$ cat src/rtl/cleb_pkg.sv
// ----------------------------------------------------------------------------
// cleb_pkg
// Shared types, constants and pointer helpers for the console line edit buffer.
// ----------------------------------------------------------------------------
package cleb_pkg;

	// ring geometry
	localparam int RING_DEPTH = 128;
	localparam int PTR_SPAN   = 2 * RING_DEPTH;
	localparam int PTR_W      = $clog2(PTR_SPAN);
	localparam int SLOT_W     = $clog2(RING_DEPTH);
	localparam int CMP_W      = (PTR_W > 8) ? PTR_W : 8;

	typedef logic [PTR_W-1:0]  ptr_t;
	typedef logic [SLOT_W-1:0] slot_t;

	// key codes
	localparam logic [7:0] KEY_BS     = 8'h08;
	localparam logic [7:0] KEY_DEL    = 8'h7f;
	localparam logic [7:0] KEY_CR     = 8'h0d;
	localparam logic [7:0] KEY_LF     = 8'h0a;
	localparam logic [7:0] KEY_CTRL_U = 8'h15;
	localparam logic [7:0] KEY_CTRL_D = 8'h04;
	localparam logic [7:0] KEY_CTRL_C = 8'h03;
	localparam logic [7:0] KEY_NUL    = 8'h00;
	localparam logic [7:0] ERASE_MAX  = 8'hff;

	// result status codes
	typedef enum logic [2:0] {
		ST_OK      = 3'd0,
		ST_IGNORED = 3'd1,
		ST_FULL    = 3'd2,
		ST_INTR    = 3'd3,
		ST_EMPTY   = 3'd4
	} status_t;

	// result of one word, read byte excluded
	typedef struct packed {
		status_t    status;
		logic       echo_valid;
		logic [7:0] echo_char;
		logic [7:0] erase_count;
		logic       line_committed;
		logic       wake_all;
		logic       pop;
	} ctrl_res_t;

	// ring memory request
	typedef struct packed {
		logic       wr_en;
		slot_t      wr_addr;
		logic [7:0] wr_data;
		logic       rd_en;
		slot_t      rd_addr;
	} mem_req_t;

	// pointer arithmetic modulo twice the depth
	function automatic ptr_t ptr_inc(input ptr_t p);
		return (p == ptr_t'(PTR_SPAN - 1)) ? '0 : p + ptr_t'(1);
	endfunction

	function automatic ptr_t ptr_dec(input ptr_t p);
		return (p == '0) ? ptr_t'(PTR_SPAN - 1) : p - ptr_t'(1);
	endfunction

	function automatic ptr_t ptr_dist(input ptr_t hi, input ptr_t lo);
		logic [PTR_W:0] d;
		d = {1'b0, hi} - {1'b0, lo};
		if (d[PTR_W])
			d = d + (PTR_W+1)'(PTR_SPAN);
		return d[PTR_W-1:0];
	endfunction

	function automatic slot_t slot_of(input ptr_t p);
		logic [PTR_W-1:0] s;
		s = (p >= ptr_t'(RING_DEPTH)) ? p - ptr_t'(RING_DEPTH) : p;
		return s[SLOT_W-1:0];
	endfunction

endpackage

$ cat src/rtl/cleb_ram.sv
// ----------------------------------------------------------------------------
// cleb_ram
// Single write port, single read port synchronous ram, registered read data.
// ----------------------------------------------------------------------------
module cleb_ram #(
	parameter int DEPTH = 128,
	parameter int WIDTH = 8,
	localparam int AW = $clog2(DEPTH)
) (
	input  logic             clk,
	input  logic             wr_en,
	input  logic [AW-1:0]    wr_addr,
	input  logic [WIDTH-1:0] wr_data,
	input  logic             rd_en,
	input  logic [AW-1:0]    rd_addr,
	output logic [WIDTH-1:0] rd_data
);

	logic [WIDTH-1:0] mem [DEPTH];

	// write port
	always_ff @(posedge clk) begin
		if (wr_en)
			mem[wr_addr] <= wr_data;
	end

	// read port, data held until the next read
	always_ff @(posedge clk) begin
		if (rd_en)
			rd_data <= mem[rd_addr];
	end

endmodule

$ cat src/rtl/cleb_ctrl.sv
// ----------------------------------------------------------------------------
// cleb_ctrl
// Pointer registers and key decode; issues ring writes and reads per word.
// ----------------------------------------------------------------------------
module cleb_ctrl import cleb_pkg::*; (
	input  logic       clk,
	input  logic       arst_n,
	input  logic       accept,
	input  logic       cmd,
	input  logic [7:0] rx_char,
	output ctrl_res_t  res,
	output mem_req_t   mem_req
);

	ptr_t read_ptr_q, commit_ptr_q, edit_ptr_q;
	ptr_t read_ptr_n, commit_ptr_n, edit_ptr_n;
	ptr_t dist_er, dist_ec;
	logic full;
	logic [7:0] store_char;
	logic [CMP_W:0] edit_ext, edit_m255;
	logic wr_req, rd_req;

	assign dist_er  = ptr_dist(edit_ptr_q, read_ptr_q);
	assign dist_ec  = ptr_dist(edit_ptr_q, commit_ptr_q);
	assign full     = dist_er >= ptr_t'(RING_DEPTH);

	// edit pointer moved back by the largest ctrl-u erase
	assign edit_ext  = (CMP_W+1)'(edit_ptr_q);
	assign edit_m255 = (edit_ext >= (CMP_W+1)'(ERASE_MAX)) ?
		edit_ext - (CMP_W+1)'(ERASE_MAX) :
		edit_ext + (CMP_W+1)'(PTR_SPAN) - (CMP_W+1)'(ERASE_MAX);

	// cr and ctrl-d are stored as newline
	assign store_char = (rx_char == KEY_CR || rx_char == KEY_CTRL_D) ? KEY_LF : rx_char;

	// key decode and next pointers
	always_comb begin
		res          = '0;
		res.status   = ST_OK;
		read_ptr_n   = read_ptr_q;
		commit_ptr_n = commit_ptr_q;
		edit_ptr_n   = edit_ptr_q;
		wr_req       = 1'b0;
		rd_req       = 1'b0;
		if (cmd) begin
			if (read_ptr_q == commit_ptr_q) begin
				res.status = ST_EMPTY;
			end else begin
				rd_req     = 1'b1;
				res.pop    = 1'b1;
				read_ptr_n = ptr_inc(read_ptr_q);
			end
		end else if (rx_char == KEY_NUL || rx_char[7]) begin
			res.status = ST_IGNORED;
		end else if (rx_char == KEY_BS || rx_char == KEY_DEL) begin
			if (edit_ptr_q != commit_ptr_q) begin
				edit_ptr_n      = ptr_dec(edit_ptr_q);
				res.erase_count = 8'd1;
			end
		end else if (rx_char == KEY_CTRL_U) begin
			if ((CMP_W)'(dist_ec) > (CMP_W)'(ERASE_MAX)) begin
				res.erase_count = ERASE_MAX;
				edit_ptr_n      = edit_m255[PTR_W-1:0];
			end else begin
				res.erase_count = 8'((CMP_W)'(dist_ec));
				edit_ptr_n      = commit_ptr_q;
			end
		end else if (rx_char == KEY_CTRL_C) begin
			res.status = ST_INTR;
		end else if (full) begin
			res.status = ST_FULL;
		end else begin
			wr_req         = 1'b1;
			edit_ptr_n     = ptr_inc(edit_ptr_q);
			res.echo_valid = 1'b1;
			res.echo_char  = store_char;
			res.wake_all   = (rx_char == KEY_LF || rx_char == KEY_CTRL_D);
			// commit on newline or when the ring just filled up
			if (store_char == KEY_LF || dist_er == ptr_t'(RING_DEPTH - 1)) begin
				commit_ptr_n       = edit_ptr_n;
				res.line_committed = 1'b1;
			end
		end
	end

	// ring access
	always_comb begin
		mem_req.wr_en   = accept && wr_req;
		mem_req.wr_addr = slot_of(edit_ptr_q);
		mem_req.wr_data = store_char;
		mem_req.rd_en   = accept && rd_req;
		mem_req.rd_addr = slot_of(read_ptr_q);
	end

	// pointer registers
	always_ff @(posedge clk or negedge arst_n) begin
		if (!arst_n) begin
			read_ptr_q   <= '0;
			commit_ptr_q <= '0;
			edit_ptr_q   <= '0;
		end else if (accept) begin
			read_ptr_q   <= read_ptr_n;
			commit_ptr_q <= commit_ptr_n;
			edit_ptr_q   <= edit_ptr_n;
		end
	end

endmodule

$ cat src/rtl/console_line_edit_buffer.sv
// An accepted word waits in stage 1 with its ring read, then moves to the output register.
// Throughput: one word per cycle while out_stall is low; pointers update at accept and
// the ring read data lands in the ram's read register at that same edge.
// Reset: arst_n clears the three ring pointers and the stage valid flags; the ring
// contents stay undefined until written.
// ----------------------------------------------------------------------------
// console_line_edit_buffer
// Canonical-mode console input ring with line editing and committed-byte reads.
// ----------------------------------------------------------------------------
module console_line_edit_buffer import cleb_pkg::*; (
	input  logic       clk,
	input  logic       arst_n,
	input  logic       in_valid,
	output logic       in_stall,
	input  logic       cmd,
	input  logic [7:0] rx_char,
	output logic       out_valid,
	input  logic       out_stall,
	output logic [2:0] status,
	output logic       echo_valid,
	output logic [7:0] echo_char,
	output logic [7:0] erase_count,
	output logic       line_committed,
	output logic       wake_all,
	output logic       read_valid,
	output logic [7:0] read_char,
	output logic       read_line_end
);

	logic       accept;
	logic       out_free, s1_adv;
	logic       s1_valid_q;
	ctrl_res_t  res, res_s1;
	mem_req_t   mem_req;
	logic [7:0] rd_data;
	logic [7:0] rd_char;
	logic       out_valid_q;
	ctrl_res_t  out_res_q;
	logic [7:0] out_rchar_q;

	// handshake
	assign out_free = !out_valid_q || !out_stall;
	assign s1_adv   = s1_valid_q && out_free;
	assign in_stall = s1_valid_q && !out_free;
	assign accept   = in_valid && !in_stall;

	cleb_ctrl u_ctrl (
		.clk     (clk),
		.arst_n  (arst_n),
		.accept  (accept),
		.cmd     (cmd),
		.rx_char (rx_char),
		.res     (res),
		.mem_req (mem_req)
	);

	cleb_ram #(.DEPTH(RING_DEPTH), .WIDTH(8)) u_ram (
		.clk     (clk),
		.wr_en   (mem_req.wr_en),
		.wr_addr (mem_req.wr_addr),
		.wr_data (mem_req.wr_data),
		.rd_en   (mem_req.rd_en),
		.rd_addr (mem_req.rd_addr),
		.rd_data (rd_data)
	);

	// stage 1 valid, waits for the ring read
	always_ff @(posedge clk or negedge arst_n) begin
		if (!arst_n)
			s1_valid_q <= 1'b0;
		else if (accept)
			s1_valid_q <= 1'b1;
		else if (s1_adv)
			s1_valid_q <= 1'b0;
	end

	// stage 1 payload
	always_ff @(posedge clk) begin
		if (accept)
			res_s1 <= res;
	end

	assign rd_char = res_s1.pop ? rd_data : 8'h00;

	// output register valid
	always_ff @(posedge clk or negedge arst_n) begin
		if (!arst_n)
			out_valid_q <= 1'b0;
		else if (s1_adv)
			out_valid_q <= 1'b1;
		else if (!out_stall)
			out_valid_q <= 1'b0;
	end

	// output register payload
	always_ff @(posedge clk) begin
		if (s1_adv) begin
			out_res_q   <= res_s1;
			out_rchar_q <= rd_char;
		end
	end

	assign out_valid      = out_valid_q;
	assign status         = out_res_q.status;
	assign echo_valid     = out_res_q.echo_valid;
	assign echo_char      = out_res_q.echo_char;
	assign erase_count    = out_res_q.erase_count;
	assign line_committed = out_res_q.line_committed;
	assign wake_all       = out_res_q.wake_all;
	assign read_valid     = out_res_q.pop;
	assign read_char      = out_rchar_q;
	assign read_line_end  = out_res_q.pop && (out_rchar_q == KEY_LF);

endmodule

$ cat config.mk
export PLATFORM = sky130hd
export DESIGN_NAME = console_line_edit_buffer
export DESIGN_NICKNAME = d
export VERILOG_FILES = /design/src/rtl/cleb_pkg.sv /design/src/rtl/cleb_ram.sv /design/src/rtl/cleb_ctrl.sv /design/src/rtl/console_line_edit_buffer.sv
export SDC_FILE = /design/constraint.sdc
export NUM_CORES = 1
export LEC_CHECK = 0
export BUFFER_PORTS_ARGS = -buffer_cell sky130_fd_sc_hd__buf_2
export CAP_MARGIN = 20
export CORE_UTILIZATION = 35
export CTS_BUF_LIST = sky130_fd_sc_hd__clkbuf_2
export CTS_CLUSTER_SIZE = 24
export DETAILED_ROUTE_END_ITERATION = 8
export GPL_TIMING_DRIVEN = 0
export SETUP_SLACK_MARGIN = 0.5
export SYNTH_ARGS = -nofsm -noshare
export SYNTH_HDL_FRONTEND = slang
export SYNTH_SLANG_ARGS = --single-unit
export TNS_END_PERCENT = 5
$ cat constraint.sdc
create_clock -name clk -period 8.6 [get_ports clk]
set_clock_uncertainty 0.05 [all_clocks]
set_input_delay 1.29 -clock clk [delete_from_list [all_inputs] [get_ports clk]]
set_output_delay 1.29 -clock clk [all_outputs]
set_load 0.02 [all_outputs]
==> metrics.md <==
| Metric | Value |
|---|---|
| Outcome | finished, violations left |
| Violated checks | DRC |
| Total global routing overflow | 0 |
| Static Leak | 16.12 nW |
| Sort of element at the end of the critical path | flip-flop |
| Cell area after technology mapping | approximately 44000 sq um |
| PD cells | approximately 300 nW/um^2 |
| Worst reg2reg startpoint | u_ctrl.read_ptr_q[2] |
| Largest registers | u_ram.mem (1024), res_s1 (23) |
| Library cells used by synthesis | 61 |
| Average cell area after synthesis | 18.87 sq um |
| Post-synthesis instance total | around 2300 |
| Final setup vio count | 0 |
| Data required time at the worst endpoint | 9.56 ns |
| Area of combinational cells with multiple inputs | about 10000 sq um |
| # clock sinks | 1112 |
| Peak per-stage delay on the critical path | 1.10 ns |
| Die width | 356.8 um |
| Total global routing track utilization | between 20% and 30% |
| Setup repair after global routing missed its margin | false |
| HPWL after detailed placement | 91.03 mm |
| #FFs+latches synth | 1112 |
| Cells traversed along the worst timing path | clkbuf_1 -> inv_2 -> buf_1 -> buf_8 -> ha_1 -> a21oi_1 -> a21o_1 -> a31oi_1 -> nor2_1 -> nand4_2 -> inv_4 -> buf_2 -> nand3_1 -> nor2_1 |
| Number of top-level design ports | 47 |
| Post-synthesis sequential area ratio | between 70% and 80% |
| Number of nets with antenna violations after detailed routing | 0 |
| Worst hold path type | input pin to flip-flop |
| Number of nets in the synthesized netlist | 2368 |
| Number of antenna violations at the first check in global routing | 5 |
| Most frequent standard cell in the layout excluding fill and tap cells | sky130_fd_sc_hd__edfxtp_1 |
| IO buf count | 44 |
| Number of hold violations in the final report | 0 |
| Most used cell along the critical path | sky130_fd_sc_hd__nor2_1 |
| Initial Utilization | between 30% and 40% |
| Wire length of the first global-routing pass | 188.5 mm |
| Max transition margin | 16.76% |
| Num CTS Buffers | 295 |
| Number of flip-flops under the largest register name | between 1000 and 1500 |
| Yosys synthesis warning count | 0 |
| Latest clock arrival within the worst-skew pair | approximately 1.5 ns |
| Initial detailed-routing violation count | 3732 |
| Placer's final routability congestion estimate | 0.9477 |
| Maximum Capacitance Violations | 0 |
| Post-detailed-route wirelength per cell | 30.19 um |
| Maximum clock frequency | 167.0 MHz |
| Number of vias per cell | 5.678 |
| CP startpoint kind | flip-flop |
| Die extent in y | between 300 and 400 um |
| Number of global-route vias before repair | 25350 |
| Final period demand of the worst path | 5.988 ns |
| Final worst path period share | 69.63% |
| Slew at the pin closest to its max-slew limit | 1.249 ns |
| Commonest cells after routing, fill and taps aside | sky130_fd_sc_hd__edfxtp_1, sky130_fd_sc_hd__clkbuf_2, sky130_fd_sc_hd__mux4_2, sky130_fd_sc_hd__nor2_1, sky130_fd_sc_hd__mux2i_1 |
| Largest buffer count on any clock path | 4 |
| Die area | ~130000 sq um |
| Final nets | about 2700 |
| Final Max Tran Viols | 0 |
| Detailed Routing Iterations Pass 1 | 9 |
| Resized Gates After CTS | 0 |
| Num rows | 129 |
| Max Fanout on Critical Path | 10 |
| Worst slack after detailed placement | 2.458 ns |
| Type of the setup path with the least slack | flip-flop to flip-flop |
| Cts hold-fix bufs | 6 |
| Clk root buf | sky130_fd_sc_hd__clkbuf_2 |
| Total Negative Setup Slacks | 0 ns |
| Cell type contributing the most total cell area after synthesis | sky130_fd_sc_hd__edfxtp_1 |
| Filler Cell Count | 11320 |
| Clock-pin slew of the registers on the worst-case setup and hold paths | 0.09 ns |
| EDFF count, synth | 1086 |
| Post CTS Setup Buffer Count | 0 |
| Number of remaining DRC errors | 1 |
| Share of flip-flops with an asynchronous set or reset after synthesis | 2.338% |
| Slowest cell on crit path | sky130_fd_sc_hd__nor2_1 |
| Highest ir drop seen on vdd | 0.0001862 V |
| Largest net degree at the start of global routing | 92 |
| Area grow syn2layout | 11.93% |
| Detailed-route via count | 25720 |
| Most used DFF post-synth | sky130_fd_sc_hd__edfxtp_1 |
| PnR worst setup slack | 2.612 ns |
| Area share of the largest cell type after synthesis | 74.03% |
| Area of the core region | 124300 sq um |
| Worst Setup SP | u_ctrl.read_ptr_q[2] |
| Max H-tree Level | 5 |
| Leading cell types by total area after synthesis | sky130_fd_sc_hd__edfxtp_1, sky130_fd_sc_hd__mux4_2, sky130_fd_sc_hd__mux2i_1 |
| Worst Path Arrival | 6.95 ns |
| Fraction of final layout cells with drive strength greater than 1 | between 20% and 30% |
| Register area | around 33000 sq um |
| Hold path startpoint | rx_char[4] |
| Routed WL | 136.7 mm |
| Register with the most flip-flops | u_ram.mem |
| TritonCTS clock tree | yes |
cell usage after synthesis, types with 3 or more instances:
| master | count |
|---|---|
| sky130_fd_sc_hd__nand3b_1 | 4 |
| sky130_fd_sc_hd__nand2b_1 | 7 |
| sky130_fd_sc_hd__and3_1 | 9 |
| sky130_fd_sc_hd__a41oi_1 | 3 |
| sky130_fd_sc_hd__a221oi_1 | 15 |
| sky130_fd_sc_hd__a22o_1 | 7 |
| sky130_fd_sc_hd__a21o_1 | 5 |
| sky130_fd_sc_hd__nor2_1 | 177 |
| sky130_fd_sc_hd__or3_1 | 4 |
| sky130_fd_sc_hd__a31oi_1 | 18 |
| sky130_fd_sc_hd__and2_1 | 18 |
| sky130_fd_sc_hd__ha_1 | 19 |
| sky130_fd_sc_hd__a211oi_1 | 30 |
| sky130_fd_sc_hd__xor2_1 | 15 |
| sky130_fd_sc_hd__buf_1 | 9 |
| sky130_fd_sc_hd__mux2_4 | 7 |
| sky130_fd_sc_hd__nor2b_1 | 7 |
| sky130_fd_sc_hd__xnor2_1 | 14 |
| sky130_fd_sc_hd__edfxtp_1 | 1086 |
| sky130_fd_sc_hd__nor4b_1 | 3 |
| sky130_fd_sc_hd__mux2i_1 | 139 |
| sky130_fd_sc_hd__dfrtp_1 | 26 |
| sky130_fd_sc_hd__nor3_1 | 14 |
| sky130_fd_sc_hd__a22oi_1 | 64 |
| sky130_fd_sc_hd__buf_2 | 43 |
| sky130_fd_sc_hd__nand3_1 | 22 |
| sky130_fd_sc_hd__clkbuf_1 | 71 |
| sky130_fd_sc_hd__o22ai_1 | 13 |
| sky130_fd_sc_hd__o31ai_1 | 6 |
| sky130_fd_sc_hd__mux4_2 | 196 |
| sky130_fd_sc_hd__o221ai_1 | 20 |
| sky130_fd_sc_hd__a21oi_1 | 76 |
| sky130_fd_sc_hd__nor4_1 | 4 |
| sky130_fd_sc_hd__o21ai_0 | 32 |
| sky130_fd_sc_hd__inv_1 | 23 |
| sky130_fd_sc_hd__nand4_1 | 6 |
| sky130_fd_sc_hd__nand2_1 | 92 |
metrics by stage:
step	area, sq um	hold WS (ns)	utilization [%]	cells	power, W
floorplan	44050	0.3503	-	2334	0.008896
global placement	46320	0.3520	37.27	4015	0.01095
detailed placement	46760	0.3545	37.62	4035	0.01102
CTS	49290	0.01473	39.66	4526	0.01450
global route	49310	0.1331	39.68	4529	0.01498
finish	49310	0.2342	39.68	4529	0.01457
metal layers:
metal  up-vias  routed length, um  GRT usage [%]
met4         0               6135          10.30
met3       275              15410          5.836
met2      1861              62520          32.63
met5         -                  0              0
li1      10370                  -              -
met1     13210              52650          28.05
final cells by class:
type | count | area share [%]
flip-flops and latches | 1112 | 67.45
plain buffers | 125 | 1.127
diodes | 2 | 0.01015
inverters | 27 | 0.2106
clock inverters | 85 | 0.9515
multi-input cells | 1070 | 20.65
clock buffers | 400 | 4.060
well taps | 1637 | 4.154
repair buffers | 71 | 1.380
worst max-delay path, delay by kind of cell, from the launching register on:
family	cells	cell delay, ns
adders and majority gates	1	0.35
buffers and inverters	6	2.02
and+or+nand+nor	4	2.19
AOI/OAI and AO/OA	3	0.56
DFF	1	0.34
path summary, 6_finish.rpt:
path | end | slack, ns | cells past startpoint
max | u_ram.mem[8][0] | 2.61 | 14
min | res_s1[15] | 0.23 | 2
max reg2reg | u_ram.mem[8][0] | 2.61 | 14
min reg2reg | echo_char[4] | 0.36 | 0
max in group asynchronous | out_valid | 7.67 | 2
min in group asynchronous | u_ctrl.commit_ptr_q[4] | 0.34 | 2
cell families after synthesis:
family	share of synthesized area [%]
flip-flops	75.51
AND/OR/NAND/NOR	3.766
multiplexers	13.42
AO/OA/AOI/OAI	4.647
buffers and inverters	1.449
XOR/XNOR	0.5766
adder cells (fa/ha/maj)	0.6305
other	0.008513
report_power, final:
part | total (W) | internal [W] | switching [W]
logic | 0.00491 | 0.00161 | 0.00330
clock network | 0.00354 | 0.00140 | 0.00214
registers | 0.00613 | 0.00605 | 0.0000753
total | 0.0146 | 0.00907 | 0.00551
(Power assumes the default switching activity.)
